===== config.mk =====
export PLATFORM = sky130hd
export DESIGN_NAME = ambient_backlight_controller
export DESIGN_NICKNAME = d
export VERILOG_FILES = /design/src/rtl/core/abc_pkg.sv /design/src/rtl/core/ambient_backlight_controller.sv /design/src/rtl/core/abc_div.sv /design/src/rtl/core/abc_dp.sv /design/src/rtl/core/abc_ctrl.sv
export VERILOG_INCLUDE_DIRS = /design/src /design/src/rtl/core
export SDC_FILE = /design/constraint.sdc
export NUM_CORES = 1
export LEC_CHECK = 0
export ABC_AREA = 1
export BUFFER_PORTS_ARGS = -buffer_cell sky130_fd_sc_hd__buf_2
export CAP_MARGIN = 20
export CORE_MARGIN = 2
export CORE_UTILIZATION = 58
export DETAILED_ROUTE_END_ITERATION = 6
export PLACE_DENSITY_LB_ADDON = 0.2
export SYNTH_ARGS = -nofsm -noshare
export SYNTH_HDL_FRONTEND = slang
export SYNTH_SLANG_ARGS = --single-unit

===== constraint.sdc =====
create_clock -name clk -period 8.1 [get_ports clk]
set_input_delay 0.81 -clock clk [delete_from_list [all_inputs] [get_ports clk]]
set_output_delay 0.81 -clock clk [all_outputs]
set_load 0.01 [all_outputs]

===== src/rtl/core/ambient_backlight_controller_macros.svh =====
// assertion macros shared by the backlight controller modules
`ifndef AMBIENT_BACKLIGHT_CONTROLLER_MACROS_SVH
`define AMBIENT_BACKLIGHT_CONTROLLER_MACROS_SVH

// same-cycle implication
`define ABC_ASSERT_NOW(lbl, ante, cons, msg) \
    lbl: assert property (@(posedge clk) disable iff (!rst_n) (ante) |-> (cons)) \
        else $error(msg);

// next-cycle implication
`define ABC_ASSERT_NEXT(lbl, ante, cons, msg) \
    lbl: assert property (@(posedge clk) disable iff (!rst_n) (ante) |=> (cons)) \
        else $error(msg);

`endif


===== src/rtl/core/abc_pkg.sv =====
// types, constants and codes of the ambient backlight controller
package abc_pkg;

    localparam int PWM_W      = 8;
    localparam int LIGHT_W    = 11;
    localparam int MIN_W      = 11;
    localparam int RAW_W      = 10;
    localparam int TAP_W      = 10;
    localparam int SH_W       = 9;
    localparam int CMD_W      = 3;
    localparam int CFG_IDX_W  = 3;
    localparam int CFG_DATA_W = 11;

    // shared divider
    localparam int QUOT_W = 18;
    localparam int DEN_W  = 11;
    localparam int CNT_W  = $clog2(QUOT_W + 1);

    localparam logic [LIGHT_W-1:0] LIGHT_FULL = 11'd1024;
    localparam logic [LIGHT_W-1:0] LIGHT_JUMP = 11'd30;
    localparam logic [PWM_W-1:0]   PWM_TOP    = 8'd255;
    localparam logic [MIN_W-1:0]   IDLE_MAX   = 11'd2047;
    // floor(x / 5) as (x * 6554) >> 15, exact for x below 2048
    localparam logic [12:0]        RECIP5     = 13'd6554;
    localparam int                 RECIP5_SH  = 15;

    // reset values
    localparam logic [PWM_W-1:0]   RST_USER_ON   = 8'd255;
    localparam logic [PWM_W-1:0]   RST_USER_OFF  = 8'd0;
    localparam logic [SH_W-1:0]    RST_SLIDER_H  = 9'd60;
    localparam logic [PWM_W-1:0]   RST_PWM       = 8'd255;
    localparam logic [LIGHT_W-1:0] RST_CAL_BRT_L = 11'd1024;
    localparam logic [PWM_W-1:0]   RST_CAL_BRT_P = 8'd255;

    // configuration register indexes
    localparam logic [CFG_IDX_W-1:0] REG_USER_ON_PWM    = 3'd0;
    localparam logic [CFG_IDX_W-1:0] REG_USER_OFF_PWM   = 3'd1;
    localparam logic [CFG_IDX_W-1:0] REG_ON_MINUTE      = 3'd2;
    localparam logic [CFG_IDX_W-1:0] REG_OFF_MINUTE     = 3'd3;
    localparam logic [CFG_IDX_W-1:0] REG_IDLE_LIMIT     = 3'd4;
    localparam logic [CFG_IDX_W-1:0] REG_SENSOR_PRESENT = 3'd5;
    localparam logic [CFG_IDX_W-1:0] REG_SLIDER_HEIGHT  = 3'd6;

    typedef enum logic [CMD_W-1:0] {
        OP_SAMPLE = 3'd0,
        OP_MINUTE = 3'd1,
        OP_WAKE   = 3'd2,
        OP_CAL    = 3'd3,
        OP_SLIDE  = 3'd4,
        OP_OFF    = 3'd5
    } op_t;

    typedef enum logic [2:0] {
        S_IDLE,
        S_PREP,
        S_MUL,
        S_DSTART,
        S_DIV,
        S_BLEND,
        S_COMMIT,
        S_EMIT
    } state_t;

    typedef struct packed {
        logic load_in;
        logic prep;
        logic mul;
        logic div_start;
        logic blend;
        logic commit;
        logic emit;
    } ctl_t;

    typedef struct packed {
        logic need_div;
        logic div_done;
    } sts_t;

endpackage


===== src/rtl/core/ambient_backlight_controller.sv =====
// Ambient backlight controller: one command in, one brightness/status result out.
//
// Input channel (in_valid/in_ready) carries cmd, sensor_raw, minute_of_day and
// tap_height. Output channel (out_valid/out_ready) carries backlight_pwm,
// display_off, refresh and light_level after the command has been applied.
// Registers are written through cfg_wr_en/cfg_index/cfg_data; the user must
// write them only while idle, as the block leaves this unchecked.
// Minute tick, user tap, off, and slider taps outside the slider range go from
// accept to out_valid through PREP, COMMIT and EMIT. A sample with the sensor
// active, and a slider tap inside the range, also pass MUL, DSTART, DIV and BLEND:
// the interpolation quotient comes from a shared 18-step restoring divider.
// One transaction is processed at a time; the next one can be accepted in the cycle
// after its predecessor's result is loaded into the output register.
//
// The output register holds its transaction while out_ready is low; a new input
// can be accepted meanwhile, but its result waits until the register is free.
// Reset clears the state machine and restores register and calibration
// defaults; no clearing pass is needed.
module ambient_backlight_controller
    import abc_pkg::*;
(
    input  logic                    clk,
    input  logic                    rst_n,
    input  logic                    cfg_wr_en,
    input  logic [CFG_IDX_W-1:0]    cfg_index,
    input  logic [CFG_DATA_W-1:0]   cfg_data,
    input  logic                    in_valid,
    output logic                    in_ready,
    input  logic [CMD_W-1:0]        cmd,
    input  logic [RAW_W-1:0]        sensor_raw,
    input  logic [MIN_W-1:0]        minute_of_day,
    input  logic signed [TAP_W-1:0] tap_height,
    output logic                    out_valid,
    input  logic                    out_ready,
    output logic [PWM_W-1:0]        backlight_pwm,
    output logic                    display_off,
    output logic                    refresh,
    output logic [LIGHT_W-1:0]      light_level
);

    ctl_t c;
    sts_t s;

    abc_ctrl u_ctrl (
        .clk       (clk),
        .rst_n     (rst_n),
        .in_valid  (in_valid),
        .in_ready  (in_ready),
        .out_valid (out_valid),
        .out_ready (out_ready),
        .s         (s),
        .c         (c)
    );

    abc_dp u_dp (
        .clk           (clk),
        .rst_n         (rst_n),
        .c             (c),
        .s             (s),
        .cfg_wr_en     (cfg_wr_en),
        .cfg_index     (cfg_index),
        .cfg_data      (cfg_data),
        .cmd           (cmd),
        .sensor_raw    (sensor_raw),
        .minute_of_day (minute_of_day),
        .tap_height    (tap_height),
        .backlight_pwm (backlight_pwm),
        .display_off   (display_off),
        .refresh       (refresh),
        .light_level   (light_level)
    );

endmodule


===== src/rtl/core/abc_div.sv =====
// iterative restoring divider, one quotient bit per cycle
module abc_div
    import abc_pkg::*;
(
    input  logic              clk,
    input  logic              rst_n,
    input  logic              start,
    input  logic [QUOT_W-1:0] num,
    input  logic [DEN_W-1:0]  den,
    output logic [QUOT_W-1:0] quot,
    output logic              done
);

`include "ambient_backlight_controller_macros.svh"

    logic [CNT_W-1:0]  cnt_reg, cnt_next;
    logic              done_reg, done_next;
    logic [QUOT_W-1:0] q_reg, q_next;
    logic [DEN_W-1:0]  rem_reg, rem_next;
    logic [DEN_W-1:0]  den_reg;
    logic [DEN_W:0]    rem_sh;
    logic [DEN_W:0]    rem_sub;
    logic              ge;

    assign rem_sh  = {rem_reg, q_reg[QUOT_W-1]};
    assign ge      = rem_sh >= {1'b0, den_reg};
    assign rem_sub = rem_sh - {1'b0, den_reg};

    always_comb
    begin
        cnt_next  = cnt_reg;
        done_next = done_reg;
        q_next    = q_reg;
        rem_next  = rem_reg;
        if (start)
        begin
            cnt_next  = CNT_W'(QUOT_W);
            done_next = 1'b0;
            q_next    = num;
            rem_next  = '0;
        end
        else if (cnt_reg != '0)
        begin
            cnt_next = cnt_reg - 1'b1;
            q_next   = {q_reg[QUOT_W-2:0], ge};
            rem_next = ge ? rem_sub[DEN_W-1:0] : rem_sh[DEN_W-1:0];
            if (cnt_reg == CNT_W'(1))
            begin
                done_next = 1'b1;
            end
        end
    end

    always_ff @(posedge clk or negedge rst_n)
    begin
        if (!rst_n)
        begin
            cnt_reg  <= '0;
            done_reg <= 1'b0;
        end
        else
        begin
            cnt_reg  <= cnt_next;
            done_reg <= done_next;
        end
    end

    always_ff @(posedge clk)
    begin
        q_reg   <= q_next;
        rem_reg <= rem_next;
        if (start)
        begin
            den_reg <= den;
        end
    end

    assign quot = q_reg;
    assign done = done_reg;

    `ABC_ASSERT_NEXT(a_div_restart, start, !done && cnt_reg == CNT_W'(QUOT_W), "divider did not restart")

endmodule


===== src/rtl/core/abc_dp.sv =====
// datapath: configuration, controller state, interpolation and blend arithmetic
module abc_dp
    import abc_pkg::*;
(
    input  logic                  clk,
    input  logic                  rst_n,
    input  ctl_t                  c,
    output sts_t                  s,
    input  logic                  cfg_wr_en,
    input  logic [CFG_IDX_W-1:0]  cfg_index,
    input  logic [CFG_DATA_W-1:0] cfg_data,
    input  logic [CMD_W-1:0]      cmd,
    input  logic [RAW_W-1:0]      sensor_raw,
    input  logic [MIN_W-1:0]      minute_of_day,
    input  logic signed [TAP_W-1:0] tap_height,
    output logic [PWM_W-1:0]      backlight_pwm,
    output logic                  display_off,
    output logic                  refresh,
    output logic [LIGHT_W-1:0]    light_level
);

`include "ambient_backlight_controller_macros.svh"

    // configuration
    logic [PWM_W-1:0]   user_on_reg, user_off_reg;
    logic [MIN_W-1:0]   on_min_reg, off_min_reg, idle_limit_reg;
    logic               sensor_reg;
    logic [SH_W-1:0]    slider_h_reg;

    // captured transaction
    op_t                   cmd_reg;
    logic [RAW_W-1:0]      raw_reg;
    logic [MIN_W-1:0]      minute_reg;
    logic signed [TAP_W-1:0] tap_reg;

    // controller state
    logic [PWM_W-1:0]   pwm_reg, pwm_next;
    logic               off_reg, off_next;
    logic [LIGHT_W-1:0] light_reg, light_next;
    logic [LIGHT_W-1:0] cbl_reg, cbl_next, cdl_reg, cdl_next;
    logic [PWM_W-1:0]   cbp_reg, cbp_next, cdp_reg, cdp_next;
    logic [MIN_W-1:0]   idle_reg, idle_next;
    logic [MIN_W-1:0]   lmin_reg, lmin_next;
    logic               lmin_vld_reg, lmin_vld_next;
    logic               refresh_reg, refresh_next;

    // working registers
    logic [LIGHT_W-1:0]     light_new_reg;
    logic signed [8:0]      mul_a_reg;
    logic signed [11:0]     mul_b_reg;
    logic [DEN_W-1:0]       den_reg;
    logic                   den_neg_reg;
    logic                   need_div_reg;
    logic [PWM_W-1:0]       sld_fix_reg;
    logic signed [20:0]     prod_reg;
    logic [PWM_W-1:0]       res_reg;

    // output register
    logic [PWM_W-1:0]   out_pwm_reg;
    logic               out_off_reg;
    logic               out_refresh_reg;
    logic [LIGHT_W-1:0] out_light_reg;

    // prep terms
    logic [LIGHT_W-1:0]   fresh;
    logic [LIGHT_W:0]     light_sum;
    logic [LIGHT_W-1:0]   light_new;
    logic                 sample_act;
    logic signed [11:0]   del;
    logic signed [8:0]    prange;
    logic signed [11:0]   lrange;
    logic signed [11:0]   lrange_abs;
    logic [DEN_W-1:0]     lr_mag;
    logic [SH_W-1:0]      h;
    logic signed [10:0]   t_ext;
    logic signed [10:0]   h_ext;
    logic                 t_gt;
    logic                 t_neg;
    logic signed [8:0]    hl;
    logic                 is_slider;
    logic                 need_div;

    // divide and blend terms
    logic signed [20:0]   prod_next;
    logic signed [20:0]   prod_abs;
    logic [QUOT_W-1:0]    div_num;
    logic [QUOT_W-1:0]    quot;
    logic                 div_done;
    logic signed [19:0]   quot_ext;
    logic signed [19:0]   qs;
    logic signed [19:0]   tsum;
    logic [PWM_W-1:0]     target;
    logic [LIGHT_W-1:0]   blend_x;
    logic [23:0]          blend_prod;
    logic signed [19:0]   sld_sum;

    // commit terms
    logic [PWM_W-1:0]   sld_val;
    logic [PWM_W-1:0]   p_lo;
    logic [PWM_W-1:0]   p_new;
    logic [LIGHT_W-1:0] ldiff;
    logic [LIGHT_W:0]   cal_sum;
    logic [LIGHT_W-1:0] cal_mid;
    logic [MIN_W-1:0]   idle_inc;
    logic               idle_hit;
    logic [PWM_W-1:0]   min_pwm;
    logic               min_new;

    // configuration writes
    always_ff @(posedge clk or negedge rst_n)
    begin
        if (!rst_n)
        begin
            user_on_reg    <= RST_USER_ON;
            user_off_reg   <= RST_USER_OFF;
            on_min_reg     <= '0;
            off_min_reg    <= '0;
            idle_limit_reg <= '0;
            sensor_reg     <= 1'b0;
            slider_h_reg   <= RST_SLIDER_H;
        end
        else if (cfg_wr_en)
        begin
            unique case (cfg_index)
                REG_USER_ON_PWM:    user_on_reg    <= cfg_data[PWM_W-1:0];
                REG_USER_OFF_PWM:   user_off_reg   <= cfg_data[PWM_W-1:0];
                REG_ON_MINUTE:      on_min_reg     <= cfg_data[MIN_W-1:0];
                REG_OFF_MINUTE:     off_min_reg    <= cfg_data[MIN_W-1:0];
                REG_IDLE_LIMIT:     idle_limit_reg <= cfg_data[MIN_W-1:0];
                REG_SENSOR_PRESENT: sensor_reg     <= cfg_data[0];
                REG_SLIDER_HEIGHT:  slider_h_reg   <= cfg_data[SH_W-1:0];
                default:            ;
            endcase
        end
    end

    // transaction capture
    always_ff @(posedge clk)
    begin
        if (c.load_in)
        begin
            cmd_reg    <= op_t'(cmd);
            raw_reg    <= sensor_raw;
            minute_reg <= minute_of_day;
            tap_reg    <= tap_height;
        end
    end

    // prep: light smoothing, multiply operands, divisor
    assign fresh      = LIGHT_FULL - {1'b0, raw_reg};
    assign light_sum  = {1'b0, fresh} + {1'b0, light_reg};
    assign light_new  = light_sum[LIGHT_W:1];
    assign sample_act = sensor_reg && !off_reg;
    assign del        = $signed({1'b0, light_new}) - $signed({1'b0, cdl_reg});
    assign prange     = $signed({1'b0, cbp_reg}) - $signed({1'b0, cdp_reg});
    assign lrange     = $signed({1'b0, cbl_reg}) - $signed({1'b0, cdl_reg});
    assign lrange_abs = lrange[11] ? -lrange : lrange;
    assign lr_mag     = (lrange == '0) ? DEN_W'(1) : lrange_abs[DEN_W-1:0];

    assign h         = (slider_h_reg == '0) ? SH_W'(1) : slider_h_reg;
    assign t_ext     = {tap_reg[TAP_W-1], tap_reg};
    assign h_ext     = $signed({2'b00, h});
    assign t_gt      = t_ext > h_ext;
    assign t_neg     = tap_reg[TAP_W-1];
    assign hl        = $signed({1'b0, user_on_reg}) - $signed({1'b0, user_off_reg});
    assign is_slider = (cmd_reg == OP_CAL) || (cmd_reg == OP_SLIDE);

    always_comb
    begin
        need_div = 1'b0;
        unique case (cmd_reg)
            OP_SAMPLE: need_div = sample_act;
            OP_CAL,
            OP_SLIDE:  need_div = !t_gt && !t_neg;
            default:   need_div = 1'b0;
        endcase
    end

    always_ff @(posedge clk or negedge rst_n)
    begin
        if (!rst_n)
        begin
            need_div_reg <= 1'b0;
        end
        else if (c.prep)
        begin
            need_div_reg <= need_div;
        end
    end

    always_ff @(posedge clk)
    begin
        if (c.prep)
        begin
            light_new_reg <= light_new;
            sld_fix_reg   <= t_gt ? user_on_reg : user_off_reg;
            if (is_slider)
            begin
                mul_a_reg   <= hl;
                mul_b_reg   <= 12'(t_ext);
                den_reg     <= {2'b00, h};
                den_neg_reg <= 1'b0;
            end
            else
            begin
                mul_a_reg   <= prange;
                mul_b_reg   <= del;
                den_reg     <= lr_mag;
                den_neg_reg <= lrange[11];
            end
        end
    end

    // product, then magnitude into the divider
    assign prod_next = 21'(mul_a_reg) * 21'(mul_b_reg);

    always_ff @(posedge clk)
    begin
        if (c.mul)
        begin
            prod_reg <= prod_next;
        end
    end

    assign prod_abs = prod_reg[20] ? -prod_reg : prod_reg;
    assign div_num  = prod_abs[QUOT_W-1:0];

    abc_div u_div (
        .clk   (clk),
        .rst_n (rst_n),
        .start (c.div_start),
        .num   (div_num),
        .den   (den_reg),
        .quot  (quot),
        .done  (div_done)
    );

    // signed quotient, interpolation target, blend
    assign quot_ext = $signed({2'b00, quot});
    assign qs       = (prod_reg[20] ^ den_neg_reg) ? -quot_ext : quot_ext;
    assign tsum     = $signed({12'b0, cdp_reg}) + qs;

    always_comb
    begin
        priority if (tsum[19])
        begin
            target = '0;
        end
        else if (tsum > 20'sd255)
        begin
            target = PWM_TOP;
        end
        else
        begin
            target = tsum[PWM_W-1:0];
        end
    end

    assign blend_x    = {3'b000, target} + {1'b0, pwm_reg, 2'b00} + LIGHT_W'(2);
    assign blend_prod = {13'b0, blend_x} * {11'b0, RECIP5};
    assign sld_sum    = $signed({12'b0, user_off_reg}) + qs;

    always_ff @(posedge clk)
    begin
        if (c.blend)
        begin
            res_reg <= is_slider ? sld_sum[PWM_W-1:0]
                                 : blend_prod[RECIP5_SH +: PWM_W];
        end
    end

    // commit terms
    assign sld_val = need_div_reg ? res_reg : sld_fix_reg;
    assign p_lo    = (res_reg < user_off_reg) ? user_off_reg : res_reg;
    assign p_new   = (p_lo > user_on_reg) ? user_on_reg : p_lo;
    assign ldiff   = (light_new_reg > light_reg) ? (light_new_reg - light_reg)
                                                 : (light_reg - light_new_reg);
    assign cal_sum = {1'b0, cbl_reg} + {1'b0, cdl_reg};
    assign cal_mid = cal_sum[LIGHT_W:1];

    assign idle_inc = (idle_reg == IDLE_MAX) ? IDLE_MAX : idle_reg + 1'b1;
    assign idle_hit = (idle_limit_reg != '0) && (idle_inc >= idle_limit_reg) && !off_reg;
    assign min_pwm  = idle_hit ? user_off_reg : pwm_reg;
    assign min_new  = !lmin_vld_reg || (minute_reg != lmin_reg);

    always_comb
    begin
        pwm_next      = pwm_reg;
        off_next      = off_reg;
        light_next    = light_reg;
        cbl_next      = cbl_reg;
        cdl_next      = cdl_reg;
        cbp_next      = cbp_reg;
        cdp_next      = cdp_reg;
        idle_next     = idle_reg;
        lmin_next     = lmin_reg;
        lmin_vld_next = lmin_vld_reg;
        refresh_next  = refresh_reg;
        if (c.commit)
        begin
            refresh_next = 1'b0;
            unique case (cmd_reg)
                OP_SAMPLE:
                begin
                    if (need_div_reg)
                    begin
                        light_next   = light_new_reg;
                        pwm_next     = p_new;
                        refresh_next = (p_new != pwm_reg) || (ldiff > LIGHT_JUMP);
                    end
                end
                OP_MINUTE:
                begin
                    idle_next = idle_inc;
                    if (idle_hit)
                    begin
                        pwm_next     = user_off_reg;
                        off_next     = 1'b1;
                        refresh_next = 1'b1;
                    end
                    if (min_new)
                    begin
                        lmin_next     = minute_reg;
                        lmin_vld_next = 1'b1;
                        priority if (minute_reg == on_min_reg)
                        begin
                            if (min_pwm != user_on_reg)
                            begin
                                pwm_next     = user_on_reg;
                                off_next     = 1'b0;
                                idle_next    = '0;
                                refresh_next = 1'b1;
                            end
                        end
                        else if (minute_reg == off_min_reg)
                        begin
                            if (min_pwm != user_off_reg)
                            begin
                                pwm_next     = user_off_reg;
                                off_next     = 1'b1;
                                refresh_next = 1'b1;
                            end
                        end
                        else
                        begin
                            // neither scheduled minute
                        end
                    end
                end
                OP_WAKE:
                begin
                    idle_next = '0;
                    if (off_reg)
                    begin
                        pwm_next     = user_on_reg;
                        off_next     = 1'b0;
                        refresh_next = 1'b1;
                    end
                end
                OP_CAL:
                begin
                    pwm_next     = sld_val;
                    refresh_next = 1'b1;
                    if (light_reg > cal_mid)
                    begin
                        cbp_next = sld_val;
                        cbl_next = light_reg;
                    end
                    else
                    begin
                        cdp_next = sld_val;
                        cdl_next = light_reg;
                    end
                end
                OP_SLIDE:
                begin
                    pwm_next     = sld_val;
                    refresh_next = 1'b1;
                end
                OP_OFF:
                begin
                    pwm_next     = user_off_reg;
                    off_next     = 1'b1;
                    refresh_next = 1'b1;
                end
                default:
                begin
                    refresh_next = 1'b0;
                end
            endcase
        end
    end

    always_ff @(posedge clk or negedge rst_n)
    begin
        if (!rst_n)
        begin
            pwm_reg      <= RST_PWM;
            off_reg      <= 1'b0;
            light_reg    <= '0;
            cbl_reg      <= RST_CAL_BRT_L;
            cdl_reg      <= '0;
            cbp_reg      <= RST_CAL_BRT_P;
            cdp_reg      <= '0;
            idle_reg     <= '0;
            lmin_reg     <= '0;
            lmin_vld_reg <= 1'b0;
            refresh_reg  <= 1'b0;
        end
        else
        begin
            pwm_reg      <= pwm_next;
            off_reg      <= off_next;
            light_reg    <= light_next;
            cbl_reg      <= cbl_next;
            cdl_reg      <= cdl_next;
            cbp_reg      <= cbp_next;
            cdp_reg      <= cdp_next;
            idle_reg     <= idle_next;
            lmin_reg     <= lmin_next;
            lmin_vld_reg <= lmin_vld_next;
            refresh_reg  <= refresh_next;
        end
    end

    // result register
    always_ff @(posedge clk)
    begin
        if (c.emit)
        begin
            out_pwm_reg     <= pwm_reg;
            out_off_reg     <= off_reg;
            out_refresh_reg <= refresh_reg;
            out_light_reg   <= light_reg;
        end
    end

    assign s.need_div    = need_div;
    assign s.div_done    = div_done;
    assign backlight_pwm = out_pwm_reg;
    assign display_off   = out_off_reg;
    assign refresh       = out_refresh_reg;
    assign light_level   = out_light_reg;

    `ABC_ASSERT_NOW(a_blend_needs_quot, c.blend, div_done, "blend before divider finished")
    `ABC_ASSERT_NEXT(a_off_cmd, c.commit && cmd_reg == OP_OFF,
        off_reg && pwm_reg == $past(user_off_reg), "off command not applied")

endmodule


===== src/rtl/core/abc_ctrl.sv =====
// controller state machine sequencing each transaction through the datapath
module abc_ctrl
    import abc_pkg::*;
(
    input  logic clk,
    input  logic rst_n,
    input  logic in_valid,
    output logic in_ready,
    output logic out_valid,
    input  logic out_ready,
    input  sts_t s,
    output ctl_t c
);

`include "ambient_backlight_controller_macros.svh"

    state_t state_reg, state_next;
    logic   out_valid_reg, out_valid_next;
    logic   out_free;

    assign out_free = !out_valid_reg || out_ready;

    // next state
    always_comb
    begin
        state_next = state_reg;
        unique case (state_reg)
            S_IDLE:   if (in_valid) state_next = S_PREP;
            S_PREP:   state_next = s.need_div ? S_MUL : S_COMMIT;
            S_MUL:    state_next = S_DSTART;
            S_DSTART: state_next = S_DIV;
            S_DIV:    if (s.div_done) state_next = S_BLEND;
            S_BLEND:  state_next = S_COMMIT;
            S_COMMIT: state_next = S_EMIT;
            S_EMIT:   if (out_free) state_next = S_IDLE;
            default:  state_next = S_IDLE;
        endcase
    end

    // outputs
    always_comb
    begin
        c           = '0;
        c.load_in   = (state_reg == S_IDLE) && in_valid;
        c.prep      = (state_reg == S_PREP);
        c.mul       = (state_reg == S_MUL);
        c.div_start = (state_reg == S_DSTART);
        c.blend     = (state_reg == S_BLEND);
        c.commit    = (state_reg == S_COMMIT);
        c.emit      = (state_reg == S_EMIT) && out_free;
    end

    always_comb
    begin
        priority if (c.emit)
        begin
            out_valid_next = 1'b1;
        end
        else if (out_ready)
        begin
            out_valid_next = 1'b0;
        end
        else
        begin
            out_valid_next = out_valid_reg;
        end
    end

    always_ff @(posedge clk or negedge rst_n)
    begin
        if (!rst_n)
        begin
            state_reg     <= S_IDLE;
            out_valid_reg <= 1'b0;
        end
        else
        begin
            state_reg     <= state_next;
            out_valid_reg <= out_valid_next;
        end
    end

    assign in_ready  = (state_reg == S_IDLE);
    assign out_valid = out_valid_reg;

    `ABC_ASSERT_NEXT(a_busy_after_accept, in_valid && in_ready, !in_ready && state_reg == S_PREP, "no prep after accepted transaction")
    `ABC_ASSERT_NEXT(a_emit_sets_valid, c.emit, out_valid && state_reg == S_IDLE, "emitted result not presented")

endmodule


== Yosys cells after proc, flatten, opt, wreduce, memory -nomap -nowiden ==
Cells that the tools add are included.
Widths: inputs -> output; s select.
Word-level totals
  flip-flop bits (word level): 328
  bits of input ports: 53
  output and inout port bits: 23
Operators by class
  add/subtract/negate cells: 19
  $mul: 2
  $lt $le $gt $ge: 9
  equality and inequality tests: 31
  multiplexer cells: 62
  bitwise operators: 2
  reductions and logical operators: 47
Operators with widths (number)
  $mux 8: 15
  $mux 11: 7
  $mux 18: 3
  $pmux 8 s5: 1
  $mux 9: 4
  $sub 11x11->11: 3
  $eq 3x3->1 const B: 9
  $add 11x11->12: 2
  $ne 8x8->1: 3
  $pmux 3 s8: 1
  $sub 11x11->12: 2
  $eq 11x11->1: 2
  $gt 11x11->1: 2
  $mul 11x12->22 const B: 1
  $pmux 11 s2: 1
  $mul 9x12->21: 1
  $add 9x20->20: 1
  $gt 20x9->1 const B: 1
  $mux 20: 1
  $neg 18->20: 1
  $reduce_and 2->1: 10
  $mux 1: 19
  $eq 3x2->1 const B: 6
  $neg 18->18: 1
  other kinds (42): 75

== Depth between registers and ports, before layout ==
Gate-level depths: netlist of the first run.
  depth after elaboration: 12
  depth in mapped cells: 59
  gate-level depth less buffers: 57

== Hierarchy ==
From an unflattened synthesis of the first run, not the netlist that was laid out.
Second synthesis, totals
  cells, all modules: 3354
  area, all modules: 27450.1 um^2
By module, submodules not included
  abc_dp: times used 1, cells an instance 2961, area an instance 24342.1 um^2
  abc_div: times used 1, cells an instance 336, area an instance 2731.4 um^2
  abc_ctrl: times used 1, cells an instance 57, area an instance 376.6 um^2

== Worst setup path before layout of the first run ==
OpenSTA, ideal clock, no wires.
  kind: reg2reg
  start: register u_dp.prod_reg[20]
  end: register u_dp.res_reg[6], data pin
  library setup time: 254 ps
  arrival: 8271 ps
  data required time: 7846 ps
  slack: -425 ps
  stages on the path, launching flop included: 49
  path buffers: 2
  path through: edfxtp_1 > buf_6 > inv_2 > nand2_2 > nand2_4 > inv_6 > buf_6 > o21ai_0 > inv_1 > fa_1 > inv_1 > nand3_1 > nand2_1 > nand2_1 > nand3_1 > nand3_2 > nor2_4 > nand3_1 > [... 13 more ...] > a21oi_1 > nor2_1 > xor2_1 > inv_1 > ha_1 > fa_1 > fa_1 > fa_1 > fa_1 > inv_1 > ha_1 > a21o_1 > a31oi_1 > nor4_1 > a2111oi_0 > nand3_1 > nand3_1 > nand2_1
On the way
  cells in the longest elaborated chain, start to end: 10
Ends and longest elaborated chain
  start: declaration: RTL line abc_dp.sv:55  | logic signed [20:0] prod_reg;
  start signal: assignment: RTL line abc_dp.sv:221  | prod_reg <= prod_next;
  $xor 1x1->1 *: RTL line abc_dp.sv:240  | assign qs = (prod_reg[20] ^ den_neg_reg) ? -quot_ext : quot_ext;
  $mux 20 *: RTL line abc_dp.sv:240
  $add 9x20->20: RTL line abc_dp.sv:241  | assign tsum = $signed({12'b0, cdp_reg}) + qs;
  $gt 20x9->1: RTL line abc_dp.sv:249  | else if (tsum > 20'sd255)
  $mux 8: RTL line abc_dp.sv:249
  $mux 8: RTL line abc_dp.sv:245  | priority if (tsum[19])
  $add 8x10->11: RTL line abc_dp.sv:259  | assign blend_x = {3'b000, target} + {1'b0, pwm_reg, 2'b00} + LIGHT_W'(2);
  $add 11x2->11: RTL line abc_dp.sv:259
  $mul 11x12->22: RTL line abc_dp.sv:260  | assign blend_prod = {13'b0, blend_x} * {11'b0, RECIP5};
  $mux 8 *: RTL line abc_dp.sv:267  | res_reg <= is_slider ? sld_sum[PWM_W-1:0]
  end signal: assignment: RTL line abc_dp.sv:267
  end: declaration: RTL line abc_dp.sv:56  | logic [PWM_W-1:0] res_reg;
Mark *: on every way between the ends. The rest lies on a longest branch, timed or not.
A chain may end at the register's enable or synchronous reset.

== Worst setup path in the final report of the first run ==
  start: register u_dp.prod_reg[20]
  end: register u_dp.res_reg[7], data pin
The elaborated chain is that of the path after synthesis.

==> impl_results.html, run 1 <==
<table>
<tr><th>Metric</th><th>Value</th></tr>
<tr><th colspan="2">Status</th></tr>
<tr><td>Status</td><td>finished, violations left</td></tr>
<tr><td>Violations in the final reports</td><td>negative setup slack</td></tr>
<tr><th colspan="2">Routing</th></tr>
<tr><td>Via count</td><td>22860</td></tr>
<tr><td>Pre-Repair DR Iteration Count</td><td>6</td></tr>
<tr><td>Drt drc</td><td>0</td></tr>
<tr><td>Number of nets still failing antenna checks after routing</td><td>0</td></tr>
<tr><td>Average via count per standard cell</td><td>5.590</td></tr>
<tr><td>Starting DRT DRC Count</td><td>2066</td></tr>
<tr><td>Final WL</td><td>70530 um</td></tr>
<tr><td>Average wire length per cell after detail routing</td><td>17.25 um</td></tr>
<tr><th colspan="2">Global routing</th></tr>
<tr><td>Global-route wire length before repair</td><td>112800 um</td></tr>
<tr><td>Largest net degree at the start of global routing</td><td>91</td></tr>
<tr><td>Overflow after GRT</td><td>0</td></tr>
<tr><td>Initial antenna violation count</td><td>3</td></tr>
<tr><td>Vias in the first global route</td><td>22350</td></tr>
<tr><td>Total routing resource utilization after global routing</td><td>0.2839</td></tr>
<tr><th colspan="2">Cells and area</th></tr>
<tr><td>Leading cell types in the layout, fill and taps excluded</td><td>690 x sky130_fd_sc_hd__nand2_1, 529 x sky130_fd_sc_hd__inv_1, 284 x sky130_fd_sc_hd__o21ai_0</td></tr>
<tr><td>Most common cell after layout, fill and taps aside</td><td>sky130_fd_sc_hd__nand2_1</td></tr>
<tr><td>Antenna diodes</td><td>0</td></tr>
<tr><td>Final core utilization</td><td>0.6637</td></tr>
<tr><td>Ratio of cells with drive above 1 in the final layout</td><td>0.1310</td></tr>
<tr><td>Layout Cells excl Fill</td><td>4089</td></tr>
<tr><td>Filler cell count</td><td>3807</td></tr>
<tr><td>Number of nets in the final layout</td><td>3911</td></tr>
<tr><td>Number of flip-flops in the largest register</td><td>19</td></tr>
<tr><td>Layout-stage area growth over the synthesis result</td><td>12.95%</td></tr>
<tr><th colspan="2">Clock network</th></tr>
<tr><td>Clock root buffer</td><td>sky130_fd_sc_hd__clkbuf_16</td></tr>
<tr><td>Clock tree from TritonCTS</td><td>built</td></tr>
<tr><td>Clock-pin slew reported for the worst setup and hold paths after clock tree synthesis</td><td>0.06 ns</td></tr>
<tr><td>Max clock buf depth</td><td>3</td></tr>
<tr><td>Number of hold-repair buffers added at the cts stage</td><td>0</td></tr>
<tr><td>Worst-skew pair later-pin latency</td><td>0.57 ns</td></tr>
<tr><td>Num Clock Sinks</td><td>326</td></tr>
<tr><td>Number of buffers created by CTS</td><td>38</td></tr>
<tr><td>H-Tree Depth</td><td>2</td></tr>
<tr><th colspan="2">Floorplan</th></tr>
<tr><td>Die X</td><td>221.0 um</td></tr>
<tr><td>Core Rows</td><td>79</td></tr>
<tr><td>Standard cell core area</td><td>46460 um^2</td></tr>
<tr><td>Starting utilization of the core area</td><td>0.5876</td></tr>
<tr><td>Number of top-level design ports</td><td>76</td></tr>
<tr><td>Full die area</td><td>48820 um^2</td></tr>
<tr><td>Die Span Y</td><td>221.0 um</td></tr>
<tr><th colspan="2">Critical path</th></tr>
<tr><td>Longest individual stage delay on the worst path</td><td>0.56 ns</td></tr>
<tr><td>Arrival time at the worst endpoint</td><td>8.47 ns</td></tr>
<tr><td>Endpoint kind of the worst setup timing path</td><td>flip-flop</td></tr>
<tr><td>Data required time at the worst endpoint</td><td>8.39 ns</td></tr>
<tr><td>Register-to-Register Setup Slack</td><td>-0.08 ns</td></tr>
<tr><td>Crit path max fanout</td><td>6</td></tr>
<tr><td>Most frequent cell on the critical path</td><td>sky130_fd_sc_hd__inv_2</td></tr>
<tr><td>Slowest cell on the critical path</td><td>sky130_fd_sc_hd__fa_1</td></tr>
<tr><td>Source of the worst register-to-register timing path</td><td>u_dp.prod_reg[20]$_DFFE_PP_</td></tr>
<tr><td>Reg-to-Reg End</td><td>u_dp.res_reg[7]$_DFFE_PP_</td></tr>
<tr><td>Launching element type of the critical path</td><td>flip-flop</td></tr>
<tr><td>Depth of the worst register-to-register path</td><td>54</td></tr>
<tr><td>Crit Path Class</td><td>flip-flop to flip-flop</td></tr>
<tr><th colspan="2">STA</th></tr>
<tr><td>Least-Margin Pin Slew</td><td>1.046 ns</td></tr>
<tr><td>Accumulated negative setup slack</td><td>-0.08996 ns</td></tr>
<tr><td>Max-slew violation count</td><td>0</td></tr>
<tr><td>Final setup skew</td><td>0.02699 ns</td></tr>
<tr><td>Post-route worst hold slack</td><td>0.3390 ns</td></tr>
<tr><td>Setup repair after global routing missed its margin</td><td>true</td></tr>
<tr><td>Maximum operating frequency</td><td>0.1223 GHz</td></tr>
<tr><td>Final Hold Fails</td><td>0</td></tr>
<tr><td>Final critical delay including setup and external delays</td><td>8.176 ns</td></tr>
<tr><td>Total of endpoints with negative setup slack in the final report</td><td>2</td></tr>
<tr><td>Final worst setup slack</td><td>-0.07561 ns</td></tr>
<tr><td>Relative slew margins</td><td>0.2998</td></tr>
<tr><td>Crit share post-route</td><td>1.009</td></tr>
<tr><th colspan="2">Flow run</th></tr>
<tr><td>Total of max-cap violations</td><td>0</td></tr>
<tr><th colspan="2">Placement</th></tr>
<tr><td>Inst Count DP</td><td>3981</td></tr>
<tr><td>Port Buf Inserts</td><td>75</td></tr>
<tr><td>Routability Congestion</td><td>0.9603</td></tr>
<tr><td>Placed wire-length estimate after detailed placement</td><td>54320 um</td></tr>
<tr><th colspan="2">Synthesis</th></tr>
<tr><td>Number of warning messages in the yosys log</td><td>0</td></tr>
<tr><td>Mapped Area</td><td>27300 um^2</td></tr>
<tr><td>Share of synthesized flip-flops with an asynchronous set or reset</td><td>0.4663</td></tr>
<tr><td>Per-instance average area after synthesis</td><td>8.280 um^2</td></tr>
<tr><td>Count of distinct cell types in the synthesized netlist</td><td>66</td></tr>
<tr><td>Ys flop type</td><td>sky130_fd_sc_hd__edfxtp_1</td></tr>
<tr><td>Syn Inst Count</td><td>3297</td></tr>
<tr><td>FF+latch count, synth</td><td>326</td></tr>
<tr><td>Share of the yosys chip area belonging to registers</td><td>0.3280</td></tr>
<tr><td>Count of flip-flops with a built-in enable after synthesis</td><td>163</td></tr>
<tr><td>Syn nets</td><td>3756</td></tr>
<tr><th colspan="2">Worst hold path</th></tr>
<tr><td>Min-Delay Path Class</td><td>input port to async pin</td></tr>
</table>
worst max-delay path by stage:
stage	from	end	slack (ns)	cells after the start
3_3_place_gp	u_dp.u_div.quot[1]$_DFFE_PP_	u_dp.res_reg[6]$_DFFE_PP_	-0.05	47
5_1_grt	u_dp.prod_reg[20]$_DFFE_PP_	u_dp.res_reg[7]$_DFFE_PP_	-0.55	54
6_report	u_dp.prod_reg[20]$_DFFE_PP_	u_dp.res_reg[7]$_DFFE_PP_	-0.08	54
4_1_cts	u_dp.u_div.quot[1]$_DFFE_PP_	u_dp.res_reg[7]$_DFFE_PP_	-0.06	48
3_5_place_dp	u_dp.u_div.quot[1]$_DFFE_PP_	u_dp.res_reg[6]$_DFFE_PP_	-0.39	47
2_1_floorplan	u_dp.prod_reg[20]$_DFFE_PP_	u_dp.res_reg[6]$_DFFE_PP_	0.002	50
cell usage after synthesis (8+ instances only):
| master | count | area (um^2) |
|---|---|---|
| sky130_fd_sc_hd__nand4_1 | 35 | 219.0 |
| sky130_fd_sc_hd__edfxtp_1 | 163 | 4895 |
| sky130_fd_sc_hd__clkbuf_1 | 64 | 240.2 |
| sky130_fd_sc_hd__a21oi_1 | 164 | 820.8 |
| sky130_fd_sc_hd__nand3b_1 | 12 | 90.09 |
| sky130_fd_sc_hd__nand2_2 | 19 | 118.9 |
| sky130_fd_sc_hd__dfrtp_1 | 123 | 3078 |
| sky130_fd_sc_hd__ha_1 | 273 | 3416 |
| sky130_fd_sc_hd__or2_2 | 21 | 131.4 |
| sky130_fd_sc_hd__o21ai_0 | 293 | 1466 |
| sky130_fd_sc_hd__o21ai_1 | 8 | 40.04 |
| sky130_fd_sc_hd__a31oi_1 | 11 | 68.82 |
| sky130_fd_sc_hd__xor2_1 | 117 | 1025 |
| sky130_fd_sc_hd__fa_1 | 133 | 2663 |
| sky130_fd_sc_hd__nand3_1 | 82 | 410.4 |
| sky130_fd_sc_hd__o21bai_1 | 20 | 150.1 |
| sky130_fd_sc_hd__a21o_1 | 15 | 112.6 |
| sky130_fd_sc_hd__nor2_1 | 199 | 747.0 |
| sky130_fd_sc_hd__xnor2_1 | 53 | 464.2 |
| sky130_fd_sc_hd__inv_1 | 547 | 2053 |
| sky130_fd_sc_hd__a32o_1 | 17 | 170.2 |
| sky130_fd_sc_hd__inv_2 | 8 | 30.03 |
| sky130_fd_sc_hd__o211ai_1 | 9 | 67.56 |
| sky130_fd_sc_hd__dfxtp_1 | 11 | 220.2 |
| sky130_fd_sc_hd__nand2_1 | 710 | 2665 |
| sky130_fd_sc_hd__dfstp_2 | 29 | 762.0 |
| sky130_fd_sc_hd__o31ai_1 | 12 | 90.09 |
| sky130_fd_sc_hd__nor3_1 | 39 | 195.2 |
| sky130_fd_sc_hd__nor4_1 | 16 | 100.1 |
worst max-delay path, delay by kind of cell, from the launching register on:
| kind | cells | cell delay (ns) |
|---|---|---|
| fa+ha+maj | 8 | 2.86 |
| simple gates | 23 | 2.26 |
| compound gates | 8 | 0.92 |
| buf+inv | 11 | 0.87 |
| xor+xnor | 4 | 0.59 |
| flops | 1 | 0.44 |
stage by stage:
stage,area [um^2],worst slack (ns)
final,30830,-0.07561
after global routing,30830,-0.5486
after CTS,30270,-0.05668
after detailed placement,28790,-0.3867
after global placement,28790,-0.04560
after floorplan,27360,0.002360
layout make-up:
| cell class | count | area [um^2] | share of cell area |
|---|---|---|---|
| Sequential cell | 326 | 8955 | 0.2904 |
| Inverter | 558 | 2102 | 0.06817 |
| Tap cell | 607 | 759.5 | 0.02463 |
| Multi-Input combinational cell | 2337 | 16470 | 0.5342 |
| Clock inverter | 15 | 146.4 | 0.004748 |
| Clock buffer | 55 | 1107 | 0.03591 |
| Timing Repair Buffer | 191 | 1291 | 0.04188 |
cells by family after synthesis:
| logic type | synth area share |
|---|---|
| flip-flops | 0.3280 |
| AO/OA/AOI/OAI | 0.1231 |
| adder cells (fa/ha/maj) | 0.2227 |
| multiplexers | 0.001146 |
| XOR/XNOR | 0.05454 |
| AND/OR/NAND/NOR | 0.1815 |
| buffers and inverters | 0.08896 |
repair_timing:
| item | 4_1_cts | 5_1_grt |
|---|---|---|
| resized for setup | 28 | 96 |
| setup buffers | 17 | 21 |
| pin swaps | 43 | 84 |
| endpoints found under the setup margin | 8 | 8 |
per-layer routing:
metal | wire length, um | share of wire | GRT usage | up-vias
met5 | 33 | 0.00047 | 0 | -
met4 | 2317 | 0.033 | 0.09439 | 6
met3 | 3775 | 0.054 | 0.03359 | 167
met2 | 34220 | 0.49 | 0.4871 | 692
met1 | 30180 | 0.43 | 0.3746 | 10940
li1 | - | - | - | 11050
Power of run 1 is not shown: default switching activity piles up to over one toggle a cycle in this logic, so the estimate is an artifact.
==> run 2: changes to the inputs <==
Settings changed: CELL_PAD_IN_SITES_DETAIL_PLACEMENT set to 1, CELL_PAD_IN_SITES_GLOBAL_PLACEMENT set to 1, CORE_UTILIZATION 58 to 44, REMOVE_ABC_BUFFERS set to 1.
==> run 2 against run 1 <==
  * The flow still finishes with violations (negative setup slack)
  * Register-to-register slack got worse by 0.13 ns
  * Setup slack got worse by 0.13 ns
  * Clock skew decreased by 0.0030 ns
  * Final cell count increased by 5.9%
  * Non-clock buffer count increased by 52
  * Core utilization decreased by 15 points
  * Fmax decreased by 1.5%
  * Critical path type unchanged
  * Cell area increased by 2.9%
==> impl_results.html, run 2 (same netlist as run 1, synthesis figures left out) <==
<table>
<tr><th>Metric</th><th>Value</th></tr>
<tr><th colspan="2">Global routing</th></tr>
<tr><td>Vias in the first global route</td><td>25490 (was 22350)</td></tr>
<tr><td>Global-route wire length before repair</td><td>136000 um (was 112800 um)</td></tr>
<tr><td>Total routing resource utilization after global routing</td><td>0.2677 (was 0.2839)</td></tr>
<tr><td>Overflow after GRT</td><td>0 (unchanged)</td></tr>
<tr><td>Largest net degree at the start of global routing</td><td>79 (was 91)</td></tr>
<tr><td>Initial antenna violation count</td><td>0 (was 3)</td></tr>
<tr><th colspan="2">Floorplan</th></tr>
<tr><td>Standard cell core area</td><td>61480 um^2 (was 46460 um^2)</td></tr>
<tr><td>Die X</td><td>253.1 um (was 221.0 um)</td></tr>
<tr><td>Die Span Y</td><td>253.1 um (was 221.0 um)</td></tr>
<tr><td>Starting utilization of the core area</td><td>0.4440 (was 0.5876)</td></tr>
<tr><td>Core Rows</td><td>91 (was 79)</td></tr>
<tr><td>Number of top-level design ports</td><td>76 (unchanged)</td></tr>
<tr><td>Full die area</td><td>64050 um^2 (was 48820 um^2)</td></tr>
<tr><th colspan="2">Critical path</th></tr>
<tr><td>Longest individual stage delay on the worst path</td><td>0.60 ns (was 0.56 ns)</td></tr>
<tr><td>Slowest cell on the critical path</td><td>sky130_fd_sc_hd__fa_1 (unchanged)</td></tr>
<tr><td>Crit path max fanout</td><td>6 (unchanged)</td></tr>
<tr><td>Data required time at the worst endpoint</td><td>8.42 ns (was 8.39 ns)</td></tr>
<tr><td>Crit Path Class</td><td>flip-flop to flip-flop (unchanged)</td></tr>
<tr><td>Arrival time at the worst endpoint</td><td>8.62 ns (was 8.47 ns)</td></tr>
<tr><td>Endpoint kind of the worst setup timing path</td><td>flip-flop (unchanged)</td></tr>
<tr><td>Launching element type of the critical path</td><td>flip-flop (unchanged)</td></tr>
<tr><td>Register-to-Register Setup Slack</td><td>-0.20 ns (was -0.08 ns)</td></tr>
<tr><td>Most frequent cell on the critical path</td><td>sky130_fd_sc_hd__nor2_2 (was sky130_fd_sc_hd__inv_2)</td></tr>
<tr><th colspan="2">STA</th></tr>
<tr><td>Post-route worst hold slack</td><td>0.2618 ns (was 0.3390 ns)</td></tr>
<tr><td>Final worst setup slack</td><td>-0.2014 ns (was -0.07561 ns)</td></tr>
<tr><td>Relative slew margins</td><td>0.2876 (was 0.2998)</td></tr>
<tr><td>Maximum operating frequency</td><td>0.1205 GHz (was 0.1223 GHz)</td></tr>
<tr><td>Final setup skew</td><td>0.02402 ns (was 0.02699 ns)</td></tr>
<tr><td>Least-Margin Pin Slew</td><td>1.065 ns (was 1.046 ns)</td></tr>
<tr><td>Max-slew violation count</td><td>0 (unchanged)</td></tr>
<tr><td>Final critical delay including setup and external delays</td><td>8.301 ns (was 8.176 ns)</td></tr>
<tr><td>Final Hold Fails</td><td>0 (unchanged)</td></tr>
<tr><td>Accumulated negative setup slack</td><td>-0.8740 ns (was -0.08996 ns)</td></tr>
<tr><td>Total of endpoints with negative setup slack in the final report</td><td>8 (was 2)</td></tr>
<tr><td>Setup repair after global routing missed its margin</td><td>true (unchanged)</td></tr>
<tr><td>Crit share post-route</td><td>1.025 (was 1.009)</td></tr>
<tr><th colspan="2">Placement</th></tr>
<tr><td>Placed wire-length estimate after detailed placement</td><td>65290 um (was 54320 um)</td></tr>
<tr><td>Port Buf Inserts</td><td>75 (unchanged)</td></tr>
<tr><td>Routability Congestion</td><td>0.9350 (was 0.9603)</td></tr>
<tr><td>Worst setup timing slack at the placement stage</td><td>-0.8451 ns (was -0.3867 ns)</td></tr>
<tr><td>Cell Area, Placed</td><td>29280 um^2 (was 28790 um^2)</td></tr>
<tr><th colspan="2">Cells and area</th></tr>
<tr><td>Ratio of cells with drive above 1 in the final layout</td><td>0.1481 (was 0.1310)</td></tr>
<tr><td>Filler cell count</td><td>7285 (was 3807)</td></tr>
<tr><td>Area of all placed cells without fillers</td><td>31730 um^2 (was 30830 um^2)</td></tr>
<tr><td>Layout-stage area growth over the synthesis result</td><td>16.22% (was 12.95%)</td></tr>
<tr><td>Leading cell types in the layout, fill and taps excluded</td><td>694 x sky130_fd_sc_hd__nand2_1, 535 x sky130_fd_sc_hd__inv_1, 282 x sky130_fd_sc_hd__o21ai_0 (was 690 x sky130_fd_sc_hd__nand2_1, 529 x sky130_fd_sc_hd__inv_1, 284 x sky130_fd_sc_hd__o21ai_0)</td></tr>
<tr><td>Most common cell after layout, fill and taps aside</td><td>sky130_fd_sc_hd__nand2_1 (unchanged)</td></tr>
<tr><td>Number of flip-flops in the largest register</td><td>19 (unchanged)</td></tr>
<tr><td>Number of nets in the final layout</td><td>3965 (was 3911)</td></tr>
<tr><th colspan="2">Flow run</th></tr>
<tr><td>Total of max-cap violations</td><td>0 (unchanged)</td></tr>
<tr><th colspan="2">Clock network</th></tr>
<tr><td>Clock tree from TritonCTS</td><td>built (unchanged)</td></tr>
<tr><td>H-Tree Depth</td><td>2 (unchanged)</td></tr>
<tr><td>Number of buffers created by CTS</td><td>40 (was 38)</td></tr>
<tr><td>Worst-skew pair later-pin latency</td><td>0.59 ns (was 0.57 ns)</td></tr>
<tr><td>Num Clock Sinks</td><td>326 (unchanged)</td></tr>
<tr><td>Clock root buffer</td><td>sky130_fd_sc_hd__clkbuf_16 (unchanged)</td></tr>
<tr><td>Max clock buf depth</td><td>3 (unchanged)</td></tr>
<tr><td>Clock-pin slew reported for the worst setup and hold paths after clock tree synthesis</td><td>0.06 ns (about the same)</td></tr>
<tr><th colspan="2">Routing</th></tr>
<tr><td>Via count</td><td>23390 (was 22860)</td></tr>
<tr><td>Average wire length per cell after detail routing</td><td>19.79 um (was 17.25 um)</td></tr>
<tr><td>Starting DRT DRC Count</td><td>1102 (was 2066)</td></tr>
<tr><td>Detailed route wirelength on metal2</td><td>43910 um (was 34220 um)</td></tr>
<tr><td>Average via count per standard cell</td><td>5.404 (was 5.590)</td></tr>
<tr><td>Drt drc</td><td>0 (unchanged)</td></tr>
<tr><td>Top layer used by detailed routing</td><td>met4 (was met5)</td></tr>
<tr><td>Pre-Repair DR Iteration Count</td><td>5 (was 6)</td></tr>
<tr><td>Post-Route M1 WL</td><td>36650 um (was 30180 um)</td></tr>
<tr><td>DR WL met3</td><td>2552 um (was 3775 um)</td></tr>
<tr><td>Number of nets still failing antenna checks after routing</td><td>0 (unchanged)</td></tr>
<tr><td>Final WL</td><td>85680 um (was 70530 um)</td></tr>
<tr><th colspan="2">Status</th></tr>
<tr><td>Violations in the final reports</td><td>negative setup slack (unchanged)</td></tr>
<tr><td>Status</td><td>finished, violations left (unchanged)</td></tr>
<tr><th colspan="2">Worst hold path</th></tr>
<tr><td>Min-Delay Path Class</td><td>input port to async pin (unchanged)</td></tr>
</table>
run 2: cell types whose count changed in the layout (fill, tap and decap cells not counted), moves of 5 or more:
cell                      change
sky130_fd_sc_hd__buf_4       +51
sky130_fd_sc_hd__inv_1        +6
sky130_fd_sc_hd__inv_2        -6
sky130_fd_sc_hd__nand2_2      -5
run 2: final timing paths:
kind                                                    to                         start  cells past startpoint
setup / recovery                 u_dp.res_reg[7]$_DFFE_PP_  u_dp.u_div.quot[2]$_DFFE_PP_                     44
hold / removal                 u_dp.cdp_reg[2]$_DFFE_PN0P_                         rst_n                      1
setup reg to reg                 u_dp.res_reg[7]$_DFFE_PP_  u_dp.u_div.quot[2]$_DFFE_PP_                     44
hold reg to reg            u_dp.u_div.den_reg[6]$_DFFE_PP_     u_dp.den_reg[6]$_DFFE_PP_                      0
max in group asynchronous         u_dp.off_reg$_DFFE_PN0P_                         rst_n                      2
min in group clk              u_dp.minute_reg[5]$_DFFE_PP_              minute_of_day[5]                      1
run 2: metrics by stage:
step / instances / util
after floorplan: 3221 / -
after global placement: 4207 / 0.4763
after detailed placement: 4207 / 0.4763
after CTS: 4311 / 0.5075
after global routing: 4328 / 0.5160
final: 4329 / 0.5160
run 2: worst max-delay path: cells and delay by family, from the launching register on:
kind	cells	cell delay, ns
adders and majority gates	8	3.15
AOI/OAI and AO/OA	11	1.63
and+or+nand+nor	15	1.55
buffers and inverters	7	0.70
xor gates and xnor gates	3	0.60
DFF	1	0.44
run 2: what timing repair did:
| item | CTS | global route |
|---|---|---|
| resized for setup | 83 | 74 |
| hold buffers | 0 | 0 |
| setup buffers | 30 | 16 |
| endpoints found under the setup margin | 8 | 8 |
| pin swaps | 72 | 68 |
run 2: layer usage:
| layer | vias to the layer above | global-route usage |
|---|---|---|
| met5 | - | 0 |
| met4 | 0 | 0.08064 |
| met3 | 129 | 0.02765 |
| met2 | 367 | 0.4860 |
| met1 | 11730 | 0.3341 |
| li1 | 11170 | - |
run 2: cell type report:
type,instances,area [um^2],share of cell area
Inverter,558,2102,0.06625
Sequential cell,326,8955,0.2822
Tap cell,790,988.4,0.03116
Clock inverter,23,282.8,0.008913
Antenna cell,1,2.502,0.00007887
Timing Repair Buffer,243,1685,0.05312
Multi-Input combinational cell,2337,16610,0.5234
Clock buffer,51,1104,0.03478
Power of run 2 is left out for the same reason.
==> run 3: changes to the inputs <==
Settings changed: REMOVE_ABC_BUFFERS 1 to not set.
==> run 3 against run 2 <==
  * The run still ends with negative setup slack left
  * Wire length shrank 0.25%
  * Clock-buffer cell count unchanged
  * Critical path depth up 8
  * Core utilization down 0.26 points
==> impl_results.html, run 3 (same netlist as run 1, synthesis figures left out) <==
<table>
<tr><th>Metric</th><th>Value</th></tr>
<tr><th colspan="2">Status</th></tr>
<tr><td>Status</td><td>finished, violations left (unchanged)</td></tr>
<tr><td>Violations in the final reports</td><td>negative setup slack (unchanged)</td></tr>
<tr><th colspan="2">Floorplan</th></tr>
<tr><td>Standard cell core area</td><td>61480 um^2 (unchanged)</td></tr>
<tr><td>Core Rows</td><td>91 (unchanged)</td></tr>
<tr><td>Number of top-level design ports</td><td>76 (unchanged)</td></tr>
<tr><td>Full die area</td><td>64050 um^2 (unchanged)</td></tr>
<tr><td>Starting utilization of the core area</td><td>0.4440 (unchanged)</td></tr>
<tr><td>Die Span Y</td><td>253.1 um (unchanged)</td></tr>
<tr><td>Die X</td><td>253.1 um (unchanged)</td></tr>
<tr><th colspan="2">Placement</th></tr>
<tr><td>Placed wire-length estimate after detailed placement</td><td>64850 um (was 65290 um)</td></tr>
<tr><td>Port Buf Inserts</td><td>75 (unchanged)</td></tr>
<tr><td>Cell Area, Placed</td><td>29130 um^2 (was 29280 um^2)</td></tr>
<tr><td>Routability Congestion</td><td>0.8798 (was 0.9350)</td></tr>
<tr><th colspan="2">Cells and area</th></tr>
<tr><td>Number of nets in the final layout</td><td>3955 (was 3965)</td></tr>
<tr><td>Layout-stage area growth over the synthesis result</td><td>15.63% (was 16.22%)</td></tr>
<tr><td>Ratio of cells with drive above 1 in the final layout</td><td>0.1461 (was 0.1481)</td></tr>
<tr><td>Area of all placed cells without fillers</td><td>31570 um^2 (was 31730 um^2)</td></tr>
<tr><td>Number of flip-flops in the largest register</td><td>19 (unchanged)</td></tr>
<tr><td>Leading cell types in the layout, fill and taps excluded</td><td>693 x sky130_fd_sc_hd__nand2_1, 530 x sky130_fd_sc_hd__inv_1, 282 x sky130_fd_sc_hd__o21ai_0 (was 694 x sky130_fd_sc_hd__nand2_1, 535 x sky130_fd_sc_hd__inv_1, 282 x sky130_fd_sc_hd__o21ai_0)</td></tr>
<tr><td>Most common cell after layout, fill and taps aside</td><td>sky130_fd_sc_hd__nand2_1 (unchanged)</td></tr>
<tr><th colspan="2">STA</th></tr>
<tr><td>Maximum operating frequency</td><td>0.1159 GHz (was 0.1205 GHz)</td></tr>
<tr><td>Crit share post-route</td><td>1.065 (was 1.025)</td></tr>
<tr><td>Relative slew margins</td><td>0.3186 (was 0.2876)</td></tr>
<tr><td>Final worst setup slack</td><td>-0.5293 ns (was -0.2014 ns)</td></tr>
<tr><td>Total of endpoints with negative setup slack in the final report</td><td>8 (unchanged)</td></tr>
<tr><td>Final Hold Fails</td><td>0 (unchanged)</td></tr>
<tr><td>Max-slew violation count</td><td>0 (unchanged)</td></tr>
<tr><td>Setup repair after global routing missed its margin</td><td>true (unchanged)</td></tr>
<tr><td>Final critical delay including setup and external delays</td><td>8.629 ns (was 8.301 ns)</td></tr>
<tr><td>Least-Margin Pin Slew</td><td>1.018 ns (was 1.065 ns)</td></tr>
<tr><td>Final setup skew</td><td>0.01722 ns (was 0.02402 ns)</td></tr>
<tr><th colspan="2">Routing</th></tr>
<tr><td>Via count</td><td>23390 (about the same)</td></tr>
<tr><td>Average wire length per cell after detail routing</td><td>19.80 um (was 19.79 um)</td></tr>
<tr><td>Number of nets still failing antenna checks after routing</td><td>0 (unchanged)</td></tr>
<tr><td>Average via count per standard cell</td><td>5.418 (was 5.404)</td></tr>
<tr><td>Pre-Repair DR Iteration Count</td><td>4 (was 5)</td></tr>
<tr><td>Drt drc</td><td>0 (unchanged)</td></tr>
<tr><td>Final WL</td><td>85470 um (was 85680 um)</td></tr>
<tr><td>Starting DRT DRC Count</td><td>1223 (was 1102)</td></tr>
<tr><th colspan="2">Clock network</th></tr>
<tr><td>Max clock buf depth</td><td>3 (unchanged)</td></tr>
<tr><td>Num Clock Sinks</td><td>326 (unchanged)</td></tr>
<tr><td>H-Tree Depth</td><td>2 (unchanged)</td></tr>
<tr><td>Clock-pin slew reported for the worst setup and hold paths after clock tree synthesis</td><td>0.06 ns (about the same)</td></tr>
<tr><td>Number of buffers created by CTS</td><td>38 (was 40)</td></tr>
<tr><td>Clock tree from TritonCTS</td><td>built (unchanged)</td></tr>
<tr><td>Worst-skew pair later-pin latency</td><td>0.56 ns (was 0.59 ns)</td></tr>
<tr><td>Clock root buffer</td><td>sky130_fd_sc_hd__clkbuf_16 (unchanged)</td></tr>
<tr><th colspan="2">Global routing</th></tr>
<tr><td>Largest net degree at the start of global routing</td><td>85 (was 79)</td></tr>
<tr><td>Global-route wire length before repair</td><td>134500 um (was 136000 um)</td></tr>
<tr><td>Overflow after GRT</td><td>0 (unchanged)</td></tr>
<tr><td>Vias in the first global route</td><td>25450 (was 25490)</td></tr>
<tr><td>Total routing resource utilization after global routing</td><td>0.2648 (was 0.2677)</td></tr>
<tr><td>Initial antenna violation count</td><td>4 (was 0)</td></tr>
<tr><th colspan="2">Critical path</th></tr>
<tr><td>Depth of the worst register-to-register path</td><td>52 (was 44)</td></tr>
<tr><td>Slowest cell on the critical path</td><td>sky130_fd_sc_hd__fa_1 (unchanged)</td></tr>
<tr><td>Longest individual stage delay on the worst path</td><td>0.58 ns (was 0.60 ns)</td></tr>
<tr><td>Launching element type of the critical path</td><td>flip-flop (unchanged)</td></tr>
<tr><td>Crit Path Class</td><td>flip-flop to flip-flop (unchanged)</td></tr>
<tr><td>Most frequent cell on the critical path</td><td>sky130_fd_sc_hd__inv_2 (was sky130_fd_sc_hd__nor2_2)</td></tr>
<tr><td>Arrival time at the worst endpoint</td><td>8.93 ns (was 8.62 ns)</td></tr>
<tr><td>Data required time at the worst endpoint</td><td>8.40 ns (was 8.42 ns)</td></tr>
<tr><td>Crit path max fanout</td><td>6 (unchanged)</td></tr>
<tr><td>Endpoint kind of the worst setup timing path</td><td>flip-flop (unchanged)</td></tr>
<tr><th colspan="2">Worst hold path</th></tr>
<tr><td>Min-Delay Path Class</td><td>input port to async pin (unchanged)</td></tr>
<tr><th colspan="2">Flow run</th></tr>
<tr><td>Total of max-cap violations</td><td>0 (unchanged)</td></tr>
</table>
-- run 3: cell count changes in the layout (fill, tap and decap cells not counted), sizes merged --
| cell | change |
|---|---|
| inv | +1 |
| clkinvlp | +2 |
| clkinv | -7 |
| buf | -8 |
-- run 3: layer usage --
metal | track usage | vias up | part of all wire
met4 | 0.07811 | 6 | 0.031
met5 | 0 | - | 0.00040
met1 | 0.3258 | 11670 | 0.42
li1 | - | 11130 | -
met3 | 0.02765 | 167 | 0.035
met2 | 0.4869 | 419 | 0.51
-- run 3: per-stage QoR --
step,cells,hold slack (ns),utilization,TNS (ns),worst slack (ns)
3_3_place_gp,4176,0.4008,0.4736,-0.05572,-0.05572
3_5_place_dp,4177,0.4056,0.4737,-3.625,-0.6087
2_1_floorplan,3297,0.4003,-,0,0.002360
4_1_cts,4293,0.3147,0.5039,-0.2601,-0.1366
5_1_grt,4317,0.3375,0.5134,-6.379,-0.9545
6_report,4317,0.2638,0.5134,-3.178,-0.5293
-- run 3: worst max-delay path, delay by kind of cell (launching register included) --
kind	cells	cell delay [ns]
AOI/OAI and AO/OA	11	1.52
buffers and inverters	9	0.76
DFF	1	0.47
xor gates and xnor gates	4	0.78
adders and majority gates	9	2.98
and+or+nand+nor	19	1.83
-- run 3: final cells by class --
type | count | area [um^2]
well taps | 790 | 988.4
flip-flops and latches | 326 | 8955
inverters | 558 | 2102
repair buffers | 235 | 1629
clock buffers | 51 | 1052
diodes | 1 | 2.502
clock inverters | 19 | 231.5
multi-input cells | 2337 | 16600
fillers | 7356 | 29920
-- run 3: what timing repair did --
| action | 4_1_cts | 5_1_grt |
|---|---|---|
| pin swaps | 63 | 61 |
| setup buffers | 48 | 22 |
| gates cloned | 0 | 0 |
| setup endpoints to repair | 8 | 8 |
| resized for setup | 68 | 84 |
| hold buffers | 0 | 0 |
-- run 3: path summary, 6_finish.rpt --
path / start / to / slack (ns)
worst min register to register: u_dp.den_reg[5]$_DFFE_PP_ / u_dp.u_div.den_reg[5]$_DFFE_PP_ / 0.42
worst max-delay path: u_dp.u_div.quot[1]$_DFFE_PP_ / u_dp.res_reg[7]$_DFFE_PP_ / -0.53
worst max register to register: u_dp.u_div.quot[1]$_DFFE_PP_ / u_dp.res_reg[7]$_DFFE_PP_ / -0.53
min in group clk: u_dp.den_reg[5]$_DFFE_PP_ / u_dp.u_div.den_reg[5]$_DFFE_PP_ / 0.42
worst min-delay path: rst_n / u_dp.light_reg[9]$_DFFE_PN0P_ / 0.26
max in group asynchronous: rst_n / u_dp.idle_reg[2]$_DFFE_PN0P_ / 6.31
Power of run 3 is left out for the same reason.
